===== src/design/gdbd_pkg.sv =====
// Shared constants, types and calendar tables for the date difference pipeline.
`timescale 1ns / 1ps

package gdbd_pkg;

    // field widths
    localparam int DAY_W   = 5;
    localparam int MONTH_W = 4;
    localparam int YEAR_W  = 14;
    localparam int COUNT_W = 22;

    // internal widths
    localparam int SERIAL_W = 24;   // serial day of the widest year code
    localparam int QUO_W    = 8;    // (2^YEAR_W - 1) / 100
    localparam int REM_W    = 7;    // remainder modulo 100
    localparam int CORR_W   = 12;   // p/4 - p/100 + p/400
    localparam int DOY_W    = 9;    // day of year, up to 366

    // last year that counts as a real date
    localparam logic [15:0] YEAR_LIMIT = 16'd9999;

    // p / 100 as (p * DIV100_MUL) >> DIV100_SHIFT, exact for p below 2^YEAR_W
    localparam logic [YEAR_W-1:0] DIV100_MUL   = 14'd10486;
    localparam int                DIV100_SHIFT = 20;

    localparam logic [REM_W-1:0]   REM_LAST  = 7'd99;
    localparam logic [MONTH_W-1:0] MONTH_FEB = 4'd2;

    localparam logic [COUNT_W-1:0] COUNT_MAX = {COUNT_W{1'b1}};

    // stage 1: one date after the year split
    typedef struct packed {
        logic [YEAR_W-1:0]  p;        // year minus one
        logic [QUO_W-1:0]   q;        // p / 100
        logic [DAY_W-1:0]   d;
        logic [MONTH_W-1:0] m;
        logic               ok;       // month and year in range
    } t_s1_date;

    // stage 2: one date as partial serial terms
    typedef struct packed {
        logic [SERIAL_W-1:0] base;    // 365 * p
        logic [CORR_W-1:0]   corr;    // leap days of the full years
        logic [DOY_W-1:0]    doy;     // day within the year
        logic                ok;
    } t_s2_date;

    // stage 3: both dates as serial day numbers
    typedef struct packed {
        logic [SERIAL_W-1:0] a;
        logic [SERIAL_W-1:0] b;
        logic                ok;
        logic                inc;
    } t_s3;

    // length of a month in a common year
    function automatic logic [DAY_W-1:0] month_len(input logic [MONTH_W-1:0] m);
        logic [DAY_W-1:0] len;
        case (m)
            4'd1, 4'd3, 4'd5, 4'd7, 4'd8, 4'd10, 4'd12: len = 5'd31;
            4'd4, 4'd6, 4'd9, 4'd11:                    len = 5'd30;
            4'd2:                                        len = 5'd28;
            default:                                     len = 5'd0;
        endcase
        return len;
    endfunction

    // days in the months before m in a common year
    function automatic logic [DOY_W-1:0] days_before(input logic [MONTH_W-1:0] m);
        logic [DOY_W-1:0] n;
        case (m)
            4'd1:    n = 9'd0;
            4'd2:    n = 9'd31;
            4'd3:    n = 9'd59;
            4'd4:    n = 9'd90;
            4'd5:    n = 9'd120;
            4'd6:    n = 9'd151;
            4'd7:    n = 9'd181;
            4'd8:    n = 9'd212;
            4'd9:    n = 9'd243;
            4'd10:   n = 9'd273;
            4'd11:   n = 9'd304;
            4'd12:   n = 9'd334;
            default: n = 9'd0;
        endcase
        return n;
    endfunction

endpackage


===== src/design/gregorian_days_between_dates.sv =====
// Top level: days between two Gregorian dates as a four-stage pipeline.
`timescale 1ns / 1ps

// Counts the days from a start date to an end date in the proleptic Gregorian
// calendar, plus one when include_end is set; the count is include_end alone
// when the start is not before the end, and saturates at the top of the
// 22-bit field. A day, month or year out of range sets bad_date and gives a
// count of 0. One date pair is accepted per clock while o_stall is low. In turn,
// stage 1 splits the year by a reciprocal multiply, stage 2 checks the dates
// and forms the serial terms, stage 3 adds them into serial day numbers, and
// the output register holds the difference. Output stall backs up through the
// stages; empty stages fill while the output waits.
module gregorian_days_between_dates (
    input  logic                           i_clk,
    input  logic                           i_rst_n,
    input  logic                           i_valid,
    output logic                           o_stall,
    input  logic [gdbd_pkg::DAY_W-1:0]     i_start_day,
    input  logic [gdbd_pkg::MONTH_W-1:0]   i_start_month,
    input  logic [gdbd_pkg::YEAR_W-1:0]    i_start_year,
    input  logic [gdbd_pkg::DAY_W-1:0]     i_end_day,
    input  logic [gdbd_pkg::MONTH_W-1:0]   i_end_month,
    input  logic [gdbd_pkg::YEAR_W-1:0]    i_end_year,
    input  logic                           i_include_end,
    output logic                           o_valid,
    input  logic                           i_stall,
    output logic [gdbd_pkg::COUNT_W-1:0]   o_day_count,
    output logic                           o_bad_date
);

    import gdbd_pkg::*;

    // inputs as a pair: index 0 is the start date, 1 the end date
    logic [DAY_W-1:0]   w_day   [2];
    logic [MONTH_W-1:0] w_month [2];
    logic [YEAR_W-1:0]  w_year  [2];

    assign w_day[0]   = i_start_day;
    assign w_day[1]   = i_end_day;
    assign w_month[0] = i_start_month;
    assign w_month[1] = i_end_month;
    assign w_year[0]  = i_start_year;
    assign w_year[1]  = i_end_year;

    // pipeline registers
    t_s1_date r_s1 [2];
    t_s1_date n_s1 [2];
    logic     r_inc1;
    t_s2_date r_s2 [2];
    t_s2_date n_s2 [2];
    logic     r_inc2;
    t_s3      r_s3;
    t_s3      n_s3;
    logic [COUNT_W-1:0] n_day_count;
    logic               n_bad_date;

    logic r_v1, r_v2, r_v3;
    logic w_rdy1, w_rdy2, w_rdy3, w_rdy_out;

    // a stage takes new data when it is empty or its contents move on
    assign w_rdy_out = !o_valid || !i_stall;
    assign w_rdy3    = !r_v3 || w_rdy_out;
    assign w_rdy2    = !r_v2 || w_rdy3;
    assign w_rdy1    = !r_v1 || w_rdy2;
    assign o_stall   = !w_rdy1;

    // stage 1: year minus one, quotient by 100, range checks
    always_comb begin
        logic [YEAR_W-1:0]   p;
        logic [2*YEAR_W-1:0] prod;
        logic                year_ok;
        logic                mon_ok;
        for (int i = 0; i < 2; i++) begin
            p       = w_year[i] - YEAR_W'(1);
            prod    = {{YEAR_W{1'b0}}, p} * {{YEAR_W{1'b0}}, DIV100_MUL};
            year_ok = (w_year[i] != '0) && ({2'b00, w_year[i]} <= YEAR_LIMIT);
            mon_ok  = w_month[i] inside {[4'd1:4'd12]};
            n_s1[i].p  = p;
            n_s1[i].q  = prod[DIV100_SHIFT +: QUO_W];
            n_s1[i].d  = w_day[i];
            n_s1[i].m  = w_month[i];
            n_s1[i].ok = year_ok && mon_ok;
        end
    end

    // stage 2: leap year, day check, serial terms
    always_comb begin
        logic [REM_W-1:0] rem;
        logic             leap;
        logic [DAY_W-1:0] len;
        logic             day_ok;
        for (int i = 0; i < 2; i++) begin
            rem  = REM_W'(r_s1[i].p - YEAR_W'({r_s1[i].q, 6'b0} + {r_s1[i].q, 5'b0}
                                            + {r_s1[i].q, 2'b0}));
            // year = p + 1: divisible by 4 when p mod 4 is 3, by 100 when
            // p mod 100 is 99, by 400 when also the quotient mod 4 is 3
            leap = ((r_s1[i].p[1:0] == 2'b11) && (rem != REM_LAST))
                || ((rem == REM_LAST) && (r_s1[i].q[1:0] == 2'b11));
            len  = ((r_s1[i].m == MONTH_FEB) && leap) ? 5'd29 : month_len(r_s1[i].m);
            day_ok = (r_s1[i].d != '0) && (r_s1[i].d <= len);
            n_s2[i].base = SERIAL_W'(r_s1[i].p) * SERIAL_W'(365);
            n_s2[i].corr = CORR_W'(r_s1[i].p[YEAR_W-1:2]) - CORR_W'(r_s1[i].q)
                         + CORR_W'(r_s1[i].q[QUO_W-1:2]);
            n_s2[i].doy  = days_before(r_s1[i].m) + DOY_W'(r_s1[i].d)
                         + DOY_W'(leap && (r_s1[i].m > MONTH_FEB));
            n_s2[i].ok   = r_s1[i].ok && day_ok;
        end
    end

    // stage 3: serial day numbers
    always_comb begin
        n_s3.a   = r_s2[0].base + SERIAL_W'(r_s2[0].corr) + SERIAL_W'(r_s2[0].doy);
        n_s3.b   = r_s2[1].base + SERIAL_W'(r_s2[1].corr) + SERIAL_W'(r_s2[1].doy);
        n_s3.ok  = r_s2[0].ok && r_s2[1].ok;
        n_s3.inc = r_inc2;
    end

    // output stage: difference, end-day adjust, saturation
    always_comb begin
        logic [SERIAL_W:0] cnt;
        cnt = (r_s3.a < r_s3.b) ? {1'b0, r_s3.b - r_s3.a} : '0;
        cnt = cnt + (SERIAL_W+1)'(r_s3.inc);
        if (!r_s3.ok) begin
            n_day_count = '0;
        end else if (cnt > (SERIAL_W+1)'(COUNT_MAX)) begin
            n_day_count = COUNT_MAX;
        end else begin
            n_day_count = cnt[COUNT_W-1:0];
        end
        n_bad_date = !r_s3.ok;
    end

    // valid bits
    always_ff @(posedge i_clk) begin
        if (!i_rst_n) begin
            r_v1    <= 1'b0;
            r_v2    <= 1'b0;
            r_v3    <= 1'b0;
            o_valid <= 1'b0;
        end else begin
            if (w_rdy1)    r_v1    <= i_valid;
            if (w_rdy2)    r_v2    <= r_v1;
            if (w_rdy3)    r_v3    <= r_v2;
            if (w_rdy_out) o_valid <= r_v3;
        end
    end

    // payload registers
    always_ff @(posedge i_clk) begin
        if (w_rdy1 && i_valid) begin
            r_s1   <= n_s1;
            r_inc1 <= i_include_end;
        end
        if (w_rdy2 && r_v1) begin
            r_s2   <= n_s2;
            r_inc2 <= r_inc1;
        end
        if (w_rdy3 && r_v2) begin
            r_s3 <= n_s3;
        end
        if (w_rdy_out && r_v3) begin
            o_day_count <= n_day_count;
            o_bad_date  <= n_bad_date;
        end
    end

`ifndef NO_ASSERTIONS
    // a bad date never carries a count
    a_bad_zero: assert property (@(posedge i_clk) disable iff (!i_rst_n)
        o_valid && o_bad_date |-> o_day_count == '0)
        else $error("bad date with nonzero count");

    // input stall only when every stage is full and the output is held
    a_stall_full: assert property (@(posedge i_clk) disable iff (!i_rst_n)
        o_stall |-> (o_valid && i_stall && r_v1 && r_v2 && r_v3))
        else $error("input stalled with room in the pipeline");

    // a transaction leaving stage 3 lands in the output register
    a_s3_moves: assert property (@(posedge i_clk) disable iff (!i_rst_n)
        r_v3 && w_rdy_out |=> o_valid)
        else $error("transaction lost between stage 3 and output");

    // an output held under stall keeps its upstream stage from being overrun
    a_hold_s3: assert property (@(posedge i_clk) disable iff (!i_rst_n)
        o_valid && i_stall && r_v3 |=> r_v3 && $stable(r_s3))
        else $error("stage 3 changed while blocked");
`endif

endmodule


===== config.mk =====
export PLATFORM = sky130hd
export DESIGN_NAME = gregorian_days_between_dates
export DESIGN_NICKNAME = d
export VERILOG_FILES = /design/src/design/gdbd_pkg.sv /design/src/design/gregorian_days_between_dates.sv
export SDC_FILE = /design/constraint.sdc
export NUM_CORES = 1
export LEC_CHECK = 0
export BUFFER_PORTS_ARGS = -buffer_cell sky130_fd_sc_hd__buf_4
export CAP_MARGIN = 30
export CELL_PAD_IN_SITES_DETAIL_PLACEMENT = 1
export CELL_PAD_IN_SITES_GLOBAL_PLACEMENT = 1
export CORE_ASPECT_RATIO = 1.2
export CORE_MARGIN = 4
export CORE_UTILIZATION = 47
export CTS_CLUSTER_SIZE = 40
export DETAILED_ROUTE_END_ITERATION = 10
export PLACE_DENSITY = 0.89
export SLEW_MARGIN = 15
export SYNTH_ARGS = -nofsm -noshare
export SYNTH_HDL_FRONTEND = slang
export SYNTH_SLANG_ARGS = --single-unit
export TNS_END_PERCENT = 1

===== constraint.sdc =====
create_clock -name i_clk -period 9.12 [get_ports i_clk]
set_input_delay 1.824 -clock i_clk [delete_from_list [all_inputs] [get_ports i_clk]]
set_output_delay 1.824 -clock i_clk [all_outputs]
set_load 0.005 [all_outputs]

==> results of run 1 <==
cells by family after synthesis:
family / Yosys count
AO/OA/AOI/OAI: 374
multiplexers: 17
AND/OR/NAND/NOR: 463
XOR/XNOR: 186
adder cells (fa/ha/maj): 673
flip-flops: 257
buffers and inverters: 606
metrics by stage:
stage	setup slack [ns]	power, W
2_1_floorplan	0.625	0.00695
3_3_place_gp	0.228	0.00820
3_5_place_dp	-0.475	0.00894
4_1_cts	0.0701	0.0104
5_1_grt	0.156	0.0114
6_report	0.415	0.0104
how the worst max path moves through the flow:
stage	from	endpoint	slack (ns)	depth (start not counted)
6_report	i_end_year[1]	r_s1[17]	0.42	25
5_1_grt	i_start_year[0]	r_s1[49]	0.16	27
3_3_place_gp	i_end_year[1]	r_s1[17]	0.23	25
4_1_cts	i_end_year[1]	r_s1[17]	0.07	25
3_5_place_dp	i_end_year[1]	r_s1[17]	-0.48	25
2_1_floorplan	i_end_year[7]	r_s1[17]	0.62	22
flip-flops by register name (all words and copies together), names as in the netlist, named ones only:
register     flops
o_valid          1
r_v1             1
r_s2            90
o_day_count     22
r_s1            64
r_v3             1
o_bad_date       1
r_v2             1
r_inc2           1
r_s3            50
r_inc1           1
cell usage in the layout (no fill, tap or decap), drive strengths merged, types with 8 or more instances in the layout:
cell type,n
inv,581
ha,426
fa,247
edfxtp,229
xnor2,134
nor2,118
nand2,109
a21oi,102
buf,100
o21ai,82
xor2,52
nand3,40
nor3,39
a21o,38
clkbuf,37
nor2b,33
o21a,32
dfxtp,28
and3,21
nand4,18
o21bai,16
mux2i,16
a21boi,15
nand2b,14
a31oi,12
or3,12
clkinv,12
o211ai,11
a211oi,10
nand3b,9
or4,9
nor4,8
layer usage:
layer  part of all wire  routed length [um]  vias to the layer above
li1                   -                   -                     8784
met1               0.37               27400                     9765
met3              0.033                2450                      259
met5                  0                   0                        -
met2               0.54               40500                      541
met4              0.059                4450                        0
layout make-up:
cell class,instances,share of cell area
Clock buffer,36,0.0283
Clock inverter,18,0.00537
Inverter,579,0.0746
Multi-Input combinational cell,1713,0.579
Sequential cell,257,0.255
Tap cell,727,0.0312
Timing Repair Buffer,101,0.0260
critical path, delay by kind of cell:
kind,cells,cell delay (ns)
adder cells (fa/ha/maj),6,2.65
buffers and inverters,6,0.79
AND/OR/NAND/NOR,2,0.42
XOR/XNOR,2,0.54
AO/OA/AOI/OAI,9,2.81
report_power, final:
| part | switching [W] | internal [W] | total (W) | leakage [nW] |
|---|---|---|---|---|
| logic | 0.00422 | 0.00293 | 0.00715 | 11.1 |
| clock network | 0.000507 | 0.000699 | 0.00121 | 0.484 |
| registers | 0.000198 | 0.00188 | 0.00207 | 2.38 |
| total | 0.00493 | 0.00550 | 0.0104 | 13.9 |
repair_timing:
action / in CTS / in global routing
setup endpoints to repair: 0 / 2
setup buffers: 0 / 0
hold buffers: 0 / 0
gates resized for setup: 0 / 4
==> flow_summary.ini, run 1 <==
[drt]
first_pass_iters = 6
wl_per_cell_um = 21.8
drt_iter0_drc = 1175
viasPerCell = 5.64
via_count = 19300
drcViolationCount = 0
antenna_left = 0
wl_um = 74800

[synthesis]
synth_top_area_frac = 0.259
synth.cell_area_mm2 = 0.0266
synthSimpleGateAreaFrac = 0.0877
synth-compound-area-share = 0.0914
yosysMostFrequentCell = inv_1
synth_cell_types = 79
yosys.area.top_type = edfxtp_1
ys_seq_area_frac = 0.280
ys.warnings.count = 0
synth.avg_cell_area_um2 = 10.3
ys_ff_latch = 257
syn_nets = 3300
syn_inst = 2576
synth_top_family_by_area = adder cells
muxShareOfSynthArea = 0.00645
synthTopCellsByArea = edfxtp_1 26%, ha_1 20%, fa_1 19%, inv_1 8.2%, xnor2_1 4.4%
yosys.area_share.adder = 0.387
synth_xor_area_frac = 0.0616
synth_edf_count = 229
ys_async_sr_fraction = 0
ys.flop_type = edfxtp_1
synthTopCellsByCount = 579 x inv_1, 426 x ha_1, 247 x fa_1, 229 x edfxtp_1, 134 x xnor2_1

[cells_and_area]
seq_area_mm2 = 0.00744
diodes = 0
stdcell_count = 3431
fin_area_mm2 = 0.0291
multiInputGateArea_mm2 = 0.0169
area_delta_synth_final_pct = 9.67
utilization = 0.521
nets = 3405
drive_above_1_share = 0.0651
fill_cells = 6096

[power_and_ir_drop]
powerDensity_mw_per_mm2 = 358
ir_worst_vdd_v = 0.000162
p_leak_nw = 13.9

[floorplanning]
fp.dieW_um = 225
num_io_pins = 76
die-area_mm2 = 0.0604
start_util = 0.475
die_h_um = 268
rows = 95
core_area_mm2 = 0.0560

[sta]
finalSetupViolCount = 0
hold_viol_final = 0
relSlewSlack = 0.367
holdWs_ns = 0.433
fmax_mhz = 115
fin_setup_tns_ns = 0
period_needed_ns = 8.70
period_share = 0.954
worst_slew_pin_slew_ns = 0.923
finalClockSkew_ns = 0.0180
slew_violations = 0
rsz0062_at_grt = no

[clock_tree]
htreeDepth = 1
cts_tree = built
cts_made_buffers = 29
clkTransAtPathRegs_ns = 0.06
cts_sinks = 257
root_buffer = clkbuf_16
worstSkewPairLatency_ns = 0.58
clockBufferDepth = 3

[critical_path]
reg2reg_to = r_s2[44]
slowest_stage = fa_1
rr_worst_depth = 19
r2r_slack_ns = 3.42
cp_data_required_time_ns = 9.45
cp-end-kind = register
regToRegStartpoint = r_s1[24]
max_stage_delay_ns = 0.57
crit_type = in2reg
path_max_fanout = 5
cpMostUsedCell = inv_1
worstSetupStartpointType = input port
arrival_ns = 9.03

[grt]
antenna_found_initial = 0
grt_pass1_vias = 22600
grtUsageMet2 = 0.480
overflow = 0
grt_max_degree = 51
met3_usage = 0.0259
grt_pass1_wl_um = 120000
grt_usage = 0.249
globalRoute.busiestLayer = met2
grtUsageMet1 = 0.269

[hold_path]
hold_depth = 0
hold_path_end = r_inc2
hold_start = r_inc1
hp-class = reg2reg

[placement]
port_buffers = 75
dp.cells = 3375
place.gp.congestion = 0.930
dp_hpwl_um = 59800
placed_area_mm2 = 0.0281

[status]
outcome = complete, no violations

[job]
maxCapViolCount = 0
(Power assumes the default switching activity.)
==> run 2: changes to the inputs <==
--- a/config.mk
+++ b/config.mk
@@ -6,7 +6,6 @@
 export NUM_CORES = 1
 export LEC_CHECK = 0
 export BUFFER_PORTS_ARGS = -buffer_cell sky130_fd_sc_hd__buf_4
-export CAP_MARGIN = 30
 export CELL_PAD_IN_SITES_DETAIL_PLACEMENT = 1
 export CELL_PAD_IN_SITES_GLOBAL_PLACEMENT = 1
 export CORE_ASPECT_RATIO = 1.2
==> constraint.sdc (replaced) <==
create_clock -name i_clk -period 9.12 [get_ports i_clk]
set_input_delay 0 -clock i_clk [delete_from_list [all_inputs] [get_ports i_clk]]
set_output_delay 0 -clock i_clk [all_outputs]
set_load 0.005 [all_outputs]
==> flow_summary.ini, run 2 (synthesis results as in run 1) <==
[critical_path]
cp_data_required_time_ns = 9.45
crit_type = in2reg
cp-end-kind = register
path_max_fanout = 5
arrival_ns = 8.23
max_stage_delay_ns = 0.64
cp_num_buf_inv = 5
slowest_stage = a2111oi_0
cp_cell_sequence = dlygate4sd3_1 -> buf_4 -> or4_1 -> nor4_1 -> nand2_1 -> xor2_1 -> inv_1 -> ha_1 -> ha_1 -> fa_1 -> fa_1 -> inv_1 -> fa_1 -> inv_1 -> ha_1 -> a21oi_1 -> nor2b_1 -> a2111oi_0 -> a311oi_1 -> o21a_1 -> o21a_1 -> o41ai_1 -> o21bai_1 -> xnor2_1
rr_worst_depth = 19
cp.depth = 24
crit_family = adder cells
worstSetupStartpointType = input port

[grt]
grt_usage = 0.258
grt_pass1_vias = 22900
antenna_found_initial = 0
overflow = 0
grt_pass1_wl_um = 124000
grt_max_degree = 51

[sta]
worst_slew_pin_slew_ns = 1.07
period_needed_ns = 7.90
finalClockSkew_ns = 0.0236
slew_violations = 0
period_share = 0.866
hold_viol_final = 0
rsz0062_at_grt = no
finalSetupViolCount = 0
relSlewSlack = 0.279
fin_setup_tns_ns = 0
holdWs_ns = 0.0236
fmax_mhz = 127

[cells_and_area]
largest_reg_flops = 90
diodes = 0
top_regs = r_s2: 90 flops, r_s1: 64 flops, r_s3: 50 flops
drive_above_1_share = 0.0600
largest_register = r_s2
fin_area_mm2 = 0.0296
most-common-layout-cells = 578 x inv_1, 426 x ha_1, 247 x fa_1
final_common_cell = inv_1
nets = 3434
area_delta_synth_final_pct = 11.3

[clock_tree]
worstSkewPairLatency_ns = 0.60
post_cts_resized = 0
clkTransAtPathRegs_ns = 0.06
cts_tree = built
clockBufferDepth = 3
root_buffer = clkbuf_16
htreeDepth = 1
cts_sinks = 257
cts_made_buffers = 30

[drt]
drt_iter0_drc = 1028
first_pass_iters = 5
via_count = 19700
viasPerCell = 5.68
antenna_left = 0
wl_per_cell_um = 22.5
drcViolationCount = 0
wl_um = 77700

[floorplanning]
rows = 95
start_util = 0.475
die-area_mm2 = 0.0604
core_area_mm2 = 0.0560
fp.dieW_um = 225
die_h_um = 268
num_io_pins = 76

[power_and_ir_drop]
power.total_w = 0.0107
ir_worst_vdd_v = 0.000148
p_leak_nw = 14.1
powerDensity_mw_per_mm2 = 361

[hold_path]
hold_depth = 3
hp-class = in2reg

[placement]
place.gp.congestion = 0.925
placed_area_mm2 = 0.0280
dp_hpwl_um = 58600
port_buffers = 75

[status]
outcome = complete, no violations

[job]
maxCapViolCount = 0
## run 2: path summary, 6_finish.rpt
path	start	slack, ns	to
setup / recovery	i_end_year[6]	1.22	r_s1[17]
hold / removal	i_end_year[8]	0.02	r_s1[26]
setup reg to reg	r_s1[22]	3.40	r_s2[44]
hold reg to reg	r_inc1	0.44	r_inc2
## run 2: area by class of cell
class                      instances  area, um^2
fill                            6130       26400
multi-input combinational       1713       16900
sequential                       257        7440
inverter                         579        2170
timing repair buffer             129        1080
tap                              727         910
clock buffer                      39         890
clock inverter                    17         229
## run 2: layer usage
metal  vias to the layer above  part of all wire  routed length [um]  track usage
met1                     10000              0.36               28300        0.275
met3                       270             0.033                2560       0.0266
li1                       8834                 -                   -            -
met2                       529              0.55               42400        0.501
met5                         -                 0                   0            0
met4                         0             0.057                4460        0.131
## run 2: repair_timing
item,in CTS,in global routing
hold buffers,43,0
hold endpoints to repair,63,0
endpoints found under the setup margin,0,0
setup buffers,0,0
## run 2: where the power goes
part | total (W) | switching (W) | internal [W]
clock network | 0.00137 | 0.000534 | 0.000832
registers | 0.00208 | 0.000203 | 0.00188
logic | 0.00725 | 0.00431 | 0.00294
total | 0.0107 | 0.00504 | 0.00565
## run 2: worst reg2reg max path, cell delays in order (launching register included)
cell	delay, ns
edfxtp_1	0.52
ha_1	0.40
inv_1	0.10
fa_1	0.54
inv_1	0.05
ha_1	0.29
inv_1	0.06
fa_1	0.56
inv_1	0.06
ha_1	0.28
a21o_1	0.18
a21oi_1	0.23
nor2b_1	0.09
o21ai_0	0.32
a21oi_1	0.20
a41oi_1	0.32
a21oi_1	0.19
a221o_1	0.40
or4b_2	0.62
nand4b_1	0.14
## run 2: per-stage QoR
stage | utilization | setup WS [ns] | cells
floorplan | - | 1.30 | 2576
global placement | 0.501 | 1.86 | 3362
detailed placement | 0.501 | 1.34 | 3362
CTS | 0.528 | 1.32 | 3461
global route | 0.528 | 0.691 | 3461
finish | 0.528 | 1.22 | 3461
==> run 3: changes to the inputs <==
--- a/config.mk
+++ b/config.mk
@@ -10,10 +10,11 @@
 export CELL_PAD_IN_SITES_GLOBAL_PLACEMENT = 1
 export CORE_ASPECT_RATIO = 1.2
 export CORE_MARGIN = 4
-export CORE_UTILIZATION = 47
+export CORE_UTILIZATION = 56
 export CTS_CLUSTER_SIZE = 40
 export DETAILED_ROUTE_END_ITERATION = 10
-export PLACE_DENSITY = 0.89
+export PLACE_DENSITY = 0.95
+export RECOVER_POWER = 100
 export SLEW_MARGIN = 15
 export SYNTH_ARGS = -nofsm -noshare
 export SYNTH_HDL_FRONTEND = slang
==> constraint.sdc (replaced) <==
create_clock -name i_clk -period 9.4 [get_ports i_clk]
set_input_delay 0 -clock i_clk [delete_from_list [all_inputs] [get_ports i_clk]]
set_output_delay 0 -clock i_clk [all_outputs]
set_load 0.005 [all_outputs]
==> flow_summary.ini, run 3 (synthesis results as in run 1) <==
[status]
outcome = complete, but fails checks
violations = max-capacitance violations, max-slew violations

[critical_path]
regToRegStartpoint = o_valid
worstSetupStartpointType = input port
cp_num_buf_inv = 6
max_stage_delay_ns = 0.79
slowest_stage = nor3b_1
crit_family = adder cells
arrival_ns = 9.39
path_max_fanout = 6
cp-end-kind = register
cp_data_required_time_ns = 9.72
rr_worst_depth = 10
crit_type = in2reg
r2r_slack_ns = 2.69

[placement]
port_buffers = 75
dp_slack_ns = 1.48
dp_hpwl_um = 65400
place.gp.congestion = 0.940

[clock_tree]
cts_tree = built
post_cts_resized = 0
root_buffer = clkbuf_16
clkTransAtPathRegs_ns = 0.07
clockBufferDepth = 3
cts_sinks = 257
htreeDepth = 1
worstSkewPairLatency_ns = 0.60
ctsHoldBuffers = 36
postCtsSetupBuffers = 0
cts_made_buffers = 29

[sta]
finalSetupViolCount = 0
hold_viol_final = 0
holdWs_ns = 0.00745
worst_slack_ns = 0.326
finalClockSkew_ns = 0.0243
slew_violations = 236
fmax_mhz = 110
rsz0062_at_grt = no
worst_slew_pin_slew_ns = 4.75
period_share = 0.965
period_needed_ns = 9.07
fin_setup_tns_ns = 0
relSlewSlack = -2.16

[grt]
antenna_found_initial = 5
grt_max_degree = 68
overflow = 0
grt_pass1_vias = 25900
grt_usage = 0.421
grt_pass1_wl_um = 160000

[drt]
antenna_left = 0
drt_iter0_drc = 2620
first_pass_iters = 6
wl_um = 107000
wl_per_cell_um = 32.1
viasPerCell = 6.83
drcViolationCount = 0
via_count = 22900

[cells_and_area]
area_delta_synth_final_pct = 9.22
top_regs = r_s2: 90 flops, r_s1: 64 flops, r_s3: 50 flops
largest_reg_flops = 90
nets = 3424
final_common_cell = inv_1
most-common-layout-cells = 578 x inv_1, 426 x ha_1, 247 x fa_1
drive_above_1_share = 0.0408
largest_register = r_s2
utilization = 0.619

[power_and_ir_drop]
ir_worst_vdd_v = 0.000240
powerDensity_mw_per_mm2 = 399
p_leak_nw = 13.9

[floorplanning]
num_io_pins = 76
die-area_mm2 = 0.0510
start_util = 0.566
core_area_mm2 = 0.0469
fp.dieW_um = 207
rows = 87
die_h_um = 247

[hold_path]
hold_path_end = r_s1[56]
hold_start = i_start_year[6]
hp-class = in2reg
hold_depth = 2

[job]
maxCapViolCount = 5
run 3: cell types whose count changed in the layout (fill, tap and decap cells not counted), moves of 3 or more:
cell | before | now
buf_4 | 86 | 28
clkbuf_1 | 3 | 37
clkbuf_4 | 0 | 22
dlygate4sd3_1 | 43 | 36
clkbuf_16 | 34 | 29
clkinv_1 | 0 | 5
diode_2 | 0 | 4
bufinv_16 | 5 | 2
run 3: final cells by class:
type,instances,area (um^2)
fillers,4966,17900
repair buffers,120,863
multi-input cells,1713,16800
flip-flops and latches,257,7440
inverters,579,2170
clock inverters,18,156
diodes,4,10.0
clock buffers,35,768
well taps,623,779
run 3: through the flow:
| stage | std cells | area (um^2) | total power (W) |
|---|---|---|---|
| 2_1_floorplan | 2576 | 26600 | 0.00674 |
| 3_3_place_gp | 3256 | 27900 | 0.00790 |
| 3_5_place_dp | 3256 | 27900 | 0.00890 |
| 4_1_cts | 3345 | 29200 | 0.0107 |
| 5_1_grt | 3345 | 29000 | 0.0120 |
| 6_report | 3349 | 29000 | 0.0116 |
run 3: power by group:
| group | switching [W] | internal (W) | total, W |
|---|---|---|---|
| Combinational | 0.00528 | 0.00304 | 0.00833 |
| Sequential | 0.000227 | 0.00183 | 0.00205 |
| Clock | 0.000562 | 0.000640 | 0.00120 |
| Total | 0.00607 | 0.00551 | 0.0116 |
run 3: per-layer routing:
metal,routed length [um],part of all wire,vias to the layer above,track usage
li1,-,-,8829,-
met1,33700,0.31,11100,0.425
met2,51200,0.48,1986,0.708
met3,9280,0.086,957,0.105
met4,13100,0.12,2,0.378
met5,13,0.00012,-,0
run 3: worst max-delay path by stage:
stage / from / to / slack (ns) / cells after the start
after detailed placement: i_start_year[0] / r_s1[47] / 1.48 / 26
after floorplan: o_valid / r_inc2 / 1.58 / 2
final: i_start_year[0] / r_s1[49] / 0.33 / 26
after global routing: i_start_year[0] / r_s1[49] / 0.14 / 26
after global placement: i_end_year[0] / r_s1[17] / 2.21 / 24
after CTS: i_start_year[0] / r_s1[49] / 1.03 / 26
